<file path="src/rtl/ula_pkg.sv">
`timescale 1ns / 1ps
// ----------------------------------------------------------------------------
// ula_pkg - shared types and constants for the ultrasonic level alarm
// Level codes, register indexes, reset values and fixed arithmetic constants.
// ----------------------------------------------------------------------------
package ula_pkg;

	localparam int TIMER_WIDTH     = 16;
	localparam int ECHO_WIDTH      = 15;
	localparam int DIST_WIDTH      = 10;
	localparam int THR_WIDTH       = 16;
	localparam int TONE_WIDTH      = 11;
	localparam int CFG_IDX_WIDTH   = 3;
	localparam int CFG_DATA_WIDTH  = 16;

	localparam int US_PER_CM       = 58;
	localparam int ECHO_TIMEOUT_US = 30000;

	// echo / 58 as a multiply by ceil(2^21 / 58) and a shift
	localparam int RECIP_SHIFT     = 21;
	localparam int RECIP_58        = ((1 << RECIP_SHIFT) + US_PER_CM - 1) / US_PER_CM;
	localparam int RECIP_WIDTH     = 16;
	localparam int PROD_WIDTH      = ECHO_WIDTH + RECIP_WIDTH;

	localparam logic [THR_WIDTH-1:0] SAFE_THR_RST  = THR_WIDTH'(25 * US_PER_CM);
	localparam logic [THR_WIDTH-1:0] ALERT_THR_RST = THR_WIDTH'(12 * US_PER_CM);
	localparam logic [THR_WIDTH-1:0] MAX_THR_RST   = THR_WIDTH'(400 * US_PER_CM);

	localparam logic [TIMER_WIDTH-1:0] SLOW_ON_RST    = TIMER_WIDTH'(200);
	localparam logic [TIMER_WIDTH-1:0] SLOW_OFF_RST   = TIMER_WIDTH'(800);
	localparam logic [TIMER_WIDTH-1:0] FAST_HALF_RST  = TIMER_WIDTH'(150);
	localparam logic [TIMER_WIDTH-1:0] ERROR_HALF_RST = TIMER_WIDTH'(250);

	localparam logic [TONE_WIDTH-1:0] TONE_NONE   = TONE_WIDTH'(0);
	localparam logic [TONE_WIDTH-1:0] TONE_ALERT  = TONE_WIDTH'(1000);
	localparam logic [TONE_WIDTH-1:0] TONE_DANGER = TONE_WIDTH'(1500);
	localparam logic [TONE_WIDTH-1:0] TONE_ERROR  = TONE_WIDTH'(700);

	typedef enum logic [1:0] {
		LVL_SAFE   = 2'd0,
		LVL_ALERT  = 2'd1,
		LVL_DANGER = 2'd2,
		LVL_ERROR  = 2'd3
	} ula_level_t;

	typedef enum logic [CFG_IDX_WIDTH-1:0] {
		CFG_SAFE_LIMIT  = 3'd0,
		CFG_ALERT_LIMIT = 3'd1,
		CFG_MAX_VALID   = 3'd2,
		CFG_SLOW_ON     = 3'd3,
		CFG_SLOW_OFF    = 3'd4,
		CFG_FAST_HALF   = 3'd5,
		CFG_ERROR_HALF  = 3'd6
	} ula_cfg_idx_t;

	typedef struct packed {
		logic [TIMER_WIDTH-1:0] slow_on;
		logic [TIMER_WIDTH-1:0] slow_off;
		logic [TIMER_WIDTH-1:0] fast_half;
		logic [TIMER_WIDTH-1:0] error_half;
	} ula_beep_cfg_t;

endpackage

</file>
<file path="src/rtl/ultrasonic_level_alarm.sv">
`timescale 1ns / 1ps
// ----------------------------------------------------------------------------
// ultrasonic_level_alarm - water level alarm from ultrasonic echo times
// Classifies echo times into safe, alert, danger or sensor error and drives
// the RGB LED, beeper cadence and tone code once per millisecond tick.
// ----------------------------------------------------------------------------
// Each request is one millisecond tick. A request is registered on entry and
// its result moves from that input register into the status registers when
// the result channel is not stalled; a new request is taken every cycle
// while results are collected, and the one multiplier for the distance and the
// limit compares sit in that single stage. Limits are scaled to microseconds
// when written, so configuration writes are taken every cycle.
module ultrasonic_level_alarm import ula_pkg::*; (
	input  logic                      clk,
	input  logic                      arst_n,
	input  logic                      cfg_valid,
	output logic                      cfg_ready,
	input  logic [CFG_IDX_WIDTH-1:0]  cfg_index,
	input  logic [CFG_DATA_WIDTH-1:0] cfg_data,
	input  logic                      in_valid,
	output logic                      in_ready,
	input  logic                      action,
	input  logic [ECHO_WIDTH-1:0]     echo_us,
	output logic                      out_valid,
	input  logic                      out_ready,
	output logic [1:0]                level_status,
	output logic                      led_red,
	output logic                      led_green,
	output logic                      led_blue,
	output logic                      beeper_on,
	output logic [TONE_WIDTH-1:0]     tone_hz,
	output logic [DIST_WIDTH-1:0]     distance_cm
);

	logic [THR_WIDTH-1:0] safe_thr_q, alert_thr_q, max_thr_q;
	ula_beep_cfg_t        beep_cfg_q;
	logic [THR_WIDTH-1:0] cfg_thr;

	logic                  valid_s1;
	logic                  action_s1;
	logic [ECHO_WIDTH-1:0] echo_s1;
	logic                  advance;

	ula_level_t            level_q, level_d;
	logic [DIST_WIDTH-1:0] dist_q, dist_d;
	logic                  out_valid_q;
	logic                  beep_active;

	logic [THR_WIDTH-1:0]  echo_ext;
	logic [PROD_WIDTH-1:0] recip_prod;
	logic                  echo_bad;

	// configuration
	assign cfg_ready = 1'b1;
	assign cfg_thr   = THR_WIDTH'(cfg_data[DIST_WIDTH-1:0]) * THR_WIDTH'(US_PER_CM);

	always_ff @(posedge clk or negedge arst_n) begin
		if (!arst_n) begin
			safe_thr_q            <= SAFE_THR_RST;
			alert_thr_q           <= ALERT_THR_RST;
			max_thr_q             <= MAX_THR_RST;
			beep_cfg_q.slow_on    <= SLOW_ON_RST;
			beep_cfg_q.slow_off   <= SLOW_OFF_RST;
			beep_cfg_q.fast_half  <= FAST_HALF_RST;
			beep_cfg_q.error_half <= ERROR_HALF_RST;
		end else if (cfg_valid) begin
			unique case (cfg_index)
				CFG_SAFE_LIMIT:  safe_thr_q            <= cfg_thr;
				CFG_ALERT_LIMIT: alert_thr_q           <= cfg_thr;
				CFG_MAX_VALID:   max_thr_q             <= cfg_thr;
				CFG_SLOW_ON:     beep_cfg_q.slow_on    <= cfg_data;
				CFG_SLOW_OFF:    beep_cfg_q.slow_off   <= cfg_data;
				CFG_FAST_HALF:   beep_cfg_q.fast_half  <= cfg_data;
				CFG_ERROR_HALF:  beep_cfg_q.error_half <= cfg_data;
				default: ;
			endcase
		end
	end

	// input register
	assign advance  = valid_s1 && (!out_valid_q || out_ready);
	assign in_ready = !valid_s1 || advance;

	always_ff @(posedge clk or negedge arst_n) begin
		if (!arst_n) begin
			valid_s1 <= 1'b0;
		end else if (in_ready) begin
			valid_s1 <= in_valid;
		end
	end

	always_ff @(posedge clk) begin
		if (in_ready && in_valid) begin
			action_s1 <= action;
			echo_s1   <= echo_us;
		end
	end

	// measurement
	assign echo_ext   = THR_WIDTH'(echo_s1);
	assign recip_prod = PROD_WIDTH'(echo_s1) * PROD_WIDTH'(RECIP_58);
	assign echo_bad   = (echo_s1 == '0) || (echo_ext > THR_WIDTH'(ECHO_TIMEOUT_US))
		|| (echo_ext > max_thr_q);

	always_comb begin
		level_d = level_q;
		dist_d  = dist_q;
		if (action_s1) begin
			priority if (echo_bad) begin
				level_d = LVL_ERROR;
				dist_d  = '0;
			end else if (echo_ext > safe_thr_q) begin
				level_d = LVL_SAFE;
				dist_d  = recip_prod[RECIP_SHIFT +: DIST_WIDTH];
			end else if (echo_ext > alert_thr_q) begin
				level_d = LVL_ALERT;
				dist_d  = recip_prod[RECIP_SHIFT +: DIST_WIDTH];
			end else begin
				level_d = LVL_DANGER;
				dist_d  = recip_prod[RECIP_SHIFT +: DIST_WIDTH];
			end
		end
	end

	always_ff @(posedge clk or negedge arst_n) begin
		if (!arst_n) begin
			level_q     <= LVL_ERROR;
			dist_q      <= '0;
			out_valid_q <= 1'b0;
		end else begin
			if (advance) begin
				level_q <= level_d;
				dist_q  <= dist_d;
			end
			if (advance) begin
				out_valid_q <= 1'b1;
			end else if (out_ready) begin
				out_valid_q <= 1'b0;
			end
		end
	end

	ula_beeper u_beeper (
		.clk      (clk),
		.arst_n   (arst_n),
		.step     (advance),
		.level    (level_d),
		.beep_cfg (beep_cfg_q),
		.active   (beep_active)
	);

	// result decode
	always_comb begin
		tone_hz = TONE_NONE;
		if (beep_active) begin
			unique case (level_q)
				LVL_ALERT:  tone_hz = TONE_ALERT;
				LVL_DANGER: tone_hz = TONE_DANGER;
				LVL_ERROR:  tone_hz = TONE_ERROR;
				default:    tone_hz = TONE_NONE;
			endcase
		end
	end

	assign out_valid    = out_valid_q;
	assign level_status = level_q;
	assign led_red      = (level_q == LVL_ALERT) || (level_q == LVL_DANGER);
	assign led_green    = (level_q == LVL_SAFE) || (level_q == LVL_ALERT);
	assign led_blue     = (level_q == LVL_ERROR);
	assign beeper_on    = beep_active;
	assign distance_cm  = dist_q;

endmodule

</file>
<file path="src/rtl/ula_beeper.sv">
`timescale 1ns / 1ps
// ----------------------------------------------------------------------------
// ula_beeper - beeper cadence
// Saturating millisecond counter and on/off phase per status; a change of
// status restarts the beep, safe silences it.
// ----------------------------------------------------------------------------
module ula_beeper import ula_pkg::*; (
	input  logic          clk,
	input  logic          arst_n,
	input  logic          step,
	input  ula_level_t    level,
	input  ula_beep_cfg_t beep_cfg,
	output logic          active
);

	logic                   active_q, active_d;
	ula_level_t             prev_q, prev_d;
	logic [TIMER_WIDTH-1:0] elapsed_q, elapsed_d;
	logic [TIMER_WIDTH-1:0] elapsed_inc;
	logic [TIMER_WIDTH-1:0] phase_len;

	always_comb begin
		elapsed_inc = (elapsed_q == '1) ? elapsed_q : elapsed_q + 1'b1;
		unique case (level)
			LVL_ALERT:  phase_len = active_q ? beep_cfg.slow_on : beep_cfg.slow_off;
			LVL_DANGER: phase_len = beep_cfg.fast_half;
			default:    phase_len = beep_cfg.error_half;
		endcase
	end

	always_comb begin
		active_d  = active_q;
		prev_d    = prev_q;
		elapsed_d = elapsed_q;
		if (step) begin
			priority if (level == LVL_SAFE) begin
				active_d  = 1'b0;
				prev_d    = LVL_SAFE;
				elapsed_d = elapsed_inc;
			end else if (level != prev_q) begin
				active_d  = 1'b1;
				prev_d    = level;
				elapsed_d = '0;
			end else if (elapsed_inc >= phase_len) begin
				active_d  = ~active_q;
				elapsed_d = '0;
			end else begin
				elapsed_d = elapsed_inc;
			end
		end
	end

	always_ff @(posedge clk or negedge arst_n) begin
		if (!arst_n) begin
			active_q  <= 1'b0;
			prev_q    <= LVL_ERROR;
			elapsed_q <= '0;
		end else begin
			active_q  <= active_d;
			prev_q    <= prev_d;
			elapsed_q <= elapsed_d;
		end
	end

	assign active = active_q;

endmodule

</file>
<file path="config.mk">
export PLATFORM = sky130hd
export DESIGN_NAME = ultrasonic_level_alarm
export DESIGN_NICKNAME = d
export VERILOG_FILES = /design/src/rtl/ula_pkg.sv /design/src/rtl/ultrasonic_level_alarm.sv /design/src/rtl/ula_beeper.sv
export SDC_FILE = /design/constraint.sdc
export NUM_CORES = 1
export LEC_CHECK = 0
export BUFFER_PORTS_ARGS = -buffer_cell sky130_fd_sc_hd__buf_2
export CAP_MARGIN = 15
export CORE_AREA = 2 2 229 209
export DETAILED_ROUTE_END_ITERATION = 10
export DIE_AREA = 0 0 231 211
export PLACE_DENSITY_LB_ADDON = 0.08
export SLEW_MARGIN = 20
export SYNTH_ARGS = -nofsm -noshare
export SYNTH_HDL_FRONTEND = slang
export SYNTH_SLANG_ARGS = --single-unit
</file>
<file path="constraint.sdc">
create_clock -name clk -period 5.9 [get_ports clk]
set_input_delay 0.59 -clock clk [delete_from_list [all_inputs] [get_ports clk]]
set_output_delay 0.59 -clock clk [all_outputs]
set_load 0.02 [all_outputs]
</file>
# After elaboration in Yosys (flattened, before gate mapping)
# Cells that the tools add are included.
word_totals:
  input_bits: 40
  elab_cells: 85
  regBits: 158
  out_inout_bits: 30
op_classes:
  eq_ne: 13
  mul: 2
  bitwise: 1
  add_sub_neg: 1
  magnitude_cmp: 5
  mux: 20
  n_reduce_logical: 27
ops:
  columns: ["operator", "n"]
  rows:
  - ["two-way mux 16 bit", 5]
  - ["greater-than comparator 15 x 16 -> 1 bit", 3]
  - ["case mux 11 bit (3 select lines)", 1]
  - ["case mux 16 bit (2 select lines)", 1]
  - ["multiplier 15 x 15 -> 30 bit, second input constant", 1]
  - ["AND reduction 2 bit", 10]
  - ["adder 16 x 1 -> 16 bit, second input constant", 1]
  - ["equality test 16 bit, second input constant", 1]
  - [">= comparator 16 bit", 1]
  - ["greater-than comparator 15 bit, second input constant", 1]
  - ["zero test 15 bit", 1]
  - ["multiplier 10 x 5 -> 15 bit, second input constant", 1]
  - ["two-way mux 2 bit", 6]
  - ["two-way mux 11 bit", 1]
  - ["two-way mux 10 bit", 1]
  - ["equality test 3 bit, second input constant", 3]
  - ["equality test 2 bit, second input constant", 3]
  - ["equality test 3 x 2 -> 1 bit, second input constant", 2]
  - ["logical OR 1 bit", 6]
  - ["two-way mux 1 bit", 5]
  - ["equality test 2 x 1 -> 1 bit, second input constant", 2]
  - ["zero test 2 bit", 2]
  - ["nonzero test 2 bit", 2]
  - ["equality test 3 x 1 -> 1 bit, second input constant", 1]
  - ["6 further kinds", 8]

# Depth between registers and ports, before layout
logic_depth:
  ltp_word: 11
  ltp_mapped: 26
  mapped_depth_nobuf: 23

# Modules after synthesis
# From an unflattened synthesis, not the netlist that was laid out.
unflattened:
  cells_unflattened: 1448
  area_unflattened_um2: 14248.7
modules_own_cells:
  columns: ["mod", "instances", "area_per_inst_um2", "cells_each"]
  rows:
  - ["ultrasonic_level_alarm", 1, 12105.4, 1181]
  - ["ula_beeper", 1, 2143.3, 267]

# Least setup slack after synthesis
# No wires, ideal clock.
synth_path:
  path_type: "register to register"
  start: "register echo_s1[10]"
  end: "register dist_q[9], in the netlist distance_cm[9]"
  path_buffers: 0
  path_slack_ns: 0.506
  t_arrival_ns: 5.324
  period_less_slack_ns: 5.394
  path_stages_with_launch: 18
  required_time_ns: 5.831
  path_cell_list: "edfxtp_1 fa_1 fa_1 inv_1 fa_1 inv_1 fa_1 fa_1 fa_1 ha_1 a21oi_1 o21ai_0 nand2_1 o211ai_1 a221oi_2 o21ai_0 a2111oi_0 nand3b_1"
synth_between:
  elab_chain_len: 4
synth_rtl:
  columns: ["element", "line", "text"]
  rows:
  - ["start, declared", "ultrasonic_level_alarm.sv:41", "logic [ECHO_WIDTH-1:0] echo_s1;"]
  - ["start signal, assigned", "ultrasonic_level_alarm.sv:95", "echo_s1 <= echo_us;"]
  - ["branches (longest 3 deep; another with multiplier 15 x 15 -> 30 bit)", null, null]
  - ["two-way mux 10 bit *", "ultrasonic_level_alarm.sv:109", "priority if (echo_bad) begin"]
  - ["end signal, assigned", "ultrasonic_level_alarm.sv:133", "dist_q <= dist_d;"]
  - ["end, declared", "ultrasonic_level_alarm.sv:45", "logic [DIST_WIDTH-1:0] dist_q, dist_d;"]
# Mark *: on every way between the ends.
# A chain may end at the register's enable or synchronous reset.

# Final worst setup path
layout_path:
  start: "register echo_s1[14]"
  end: "register dist_q[9], in the netlist distance_cm[9]"
# Same word-level chain as after synthesis.

==> out/metrics.csv <==
metric,value,unit
drive_above_1_share,18.44,%
route.detailed.drc,0,
placementRows,75,
start_util,29.86,%
cts.sink_count,158,
gp_congestion,0.7989,
synth-edff-count,16,
slowest_delay,0.61,ns
crit_arrival,6.01,ns
leakagePower,7.654,nW
cts-buffers-inserted,17,
grtUsageMet3,2.673,%
dieArea,48740,um^2
path_clk_slew,0.07,ns
grt_pass1_vias,9775,
min_period,5.607,ns
vias,9424,
critPathBufInv,2,
grt_usage,15.60,%
drv_slew,0,
grt.busiest_layer,met1,
synth_seq_area_share,29.59,%
ys_types,69,
cp_common_cell,fa_1,
finalNetCount,1803,
cp.required,6.31,ns
layout_common_cells,"236 x inv_1, 221 x ha_1, 112 x nand2_1",
ir_drop,0.2230,mV
fin_skew,0.01037,ns
slew_headroom,28.08,%
synth_area,13790,um^2
cap_violations,0,
core_area,46170,um^2
grt_max_degree,57,
synthCells,1363,
syn_avg_cell_area,10.12,um^2
final_common_cell,inv_1,
antenna_found_initial,1,
post-route-period-util,95.03,%
dr.pass1.iters,4,
ys_warn_count,0,
crit_chain,"fa_1, fa_1, inv_1, fa_1, inv_1, fa_1, fa_1, fa_1, ha_1, a21oi_1, nand2_1, a21oi_1, o211ai_1, a221oi_2, o21ai_1, a2111oi_2, nand3b_1",
final_antenna_net_count,0,
use_met2,22.61,%
path_max_fanout,9,
grt_pass1_wl,57280,um
p_per_area,457.0,nW/um^2
vias_per_cell,4.542,
run_status,finished clean,
num_antenna_cells,0,
wl_per_cell,17.08,um
cts-htree-levels,4,
endpoint_kind,register,
area_growth,13.20,%
grt_use_met1,23.56,%
synth-async-reset-ratio,89.87,%
drt_iter0_drc,381,
ios,70,
r2r_setup_slack,0.29,ns
rsz0062_at_grt,yes,
synth_ff_type,dfrtp_1,
hold_viol,0,
cts.path.max_buffers,2,
slowest_stage,edfxtp_1,
root_buffer,clkbuf_16,
dp_hpwl,28460,um
synth-seq-cells,158,
portBuffers,66,
wirelength,35450,um
setup_viol,0,
grt_overflow,0,
utilization,33.81,%
stdcell_count,2075,
fp.dieH,211,um
critPathKind,register to register,
die_x,231,um
crit_family,adder cells,
tritoncts,built,
tightest_slew,1.076,ns
min_path_type,primary input to register,
dp_cells,2041,
clock.fmax,178.3,MHz
crit_path_start_kind,register,
clock_latency,0.48,ns
sequential cells by signal (all words and copies together), names as in the netlist:
register,count
beep_cfg_q,64
u_beeper.elapsed_q,16
alert_thr_q,15
echo_s1,15
max_thr_q,15
safe_thr_q,15
distance_cm,10
level_status,2
u_beeper.prev_q,2
action_s1,1
out_valid,1
u_beeper.active,1
valid_s1,1
routing by layer:
layer	vias to the layer above	part of all wire, %
li1	4733	-
met1	4567	54
met2	98	42
met3	26	2.4
met4	0	1.3
met5	-	0
final timing paths:
kind / startpoint / endpoint / cells after the start
hold reg to reg: max_thr_q[13] / max_thr_q[13] / 2
setup reg to reg: echo_s1[14] / distance_cm[9] / 17
min in group asynchronous: arst_n / beep_cfg_q[46] / 2
hold / removal: echo_us[0] / echo_s1[0] / 1
max in group asynchronous: arst_n / distance_cm[0] / 3
setup / recovery: echo_s1[14] / distance_cm[9] / 17
layout make-up:
cell class | count | area (um^2)
Inverter | 236 | 885.9
Fill cell | 4772 | 30560
Tap cell | 616 | 770.7
Clock inverter | 10 | 127.6
Multi-Input combinational cell | 929 | 8635
Timing Repair Buffer | 104 | 644.4
Sequential cell | 158 | 4080
Clock buffer | 22 | 465.4
report_power, final:
part	total, W	leakage (nW)	internal, W	switching, W
combinational	0.00432	5.53	0.00184	0.00248
clock	0.00116	0.275	0.000654	0.000502
sequential	0.00166	1.85	0.00145	0.000211
total	0.00713	7.65	0.00394	0.00319
cell usage after synthesis (all sizes together), types with 10 or more instances:
cell type	instances	share of area, %
nor3	13	0.51
nand2	112	3.0
edfxtp	16	3.5
nor2	53	1.4
nand3	26	0.94
buf	15	0.83
mux2	82	6.7
a21oi	44	1.6
inv	236	6.4
fa	94	14
and2	10	0.48
nand4	15	0.68
o31ai	12	0.69
xnor2	20	1.3
nand3b	14	0.76
ha	223	20
clkbuf	26	0.71
dfstp	37	7.1
o21ai	84	3.1
a22oi	18	0.98
xor2	19	1.2
dfrtp	105	19
through the flow:
stage                     cell area (um^2)  hold slack [ns]  worst slack, ns  TNS [ns]  power, W
after global placement               14970           0.4569           0.1905         0  0.006002
after detailed placement             14970           0.4653           0.1726         0  0.006016
after CTS                            15570           0.2425           0.1539         0  0.007238
final                                15610           0.2868           0.2930         0  0.007132
after floorplan                      13790           0.2944           0.5063         0  0.004684
after global routing                 15610           0.2601         -0.02229  -0.03074  0.007991
kinds of logic after synthesis:
| group | after synthesis | synth area share (%) |
|---|---|---|
| compound gates | 202 | 9.138 |
| buf+inv | 277 | 7.967 |
| xor+xnor | 39 | 2.477 |
| simple gates | 284 | 10.05 |
| flops | 158 | 29.59 |
| fa+ha+maj | 317 | 33.88 |
| other cells | 2 | 0.05447 |
| mux | 84 | 6.842 |
worst reg2reg max path: cells and delay by family (launching register included):
kind | cells | cell delay, ns
AO/OA/AOI/OAI | 6 | 1.41
AND/OR/NAND/NOR | 2 | 0.20
flip-flops | 1 | 0.61
buffers and inverters | 2 | 0.11
adder cells (fa/ha/maj) | 7 | 3.20
repair_timing:
action,in CTS,in global routing
buffers inserted,0,1
hold endpoints to repair,22,0
gates resized for setup,0,10
endpoints found under the setup margin,0,19
hold buffers,1,0
Note: power is estimated with default switching activity, not from simulation.
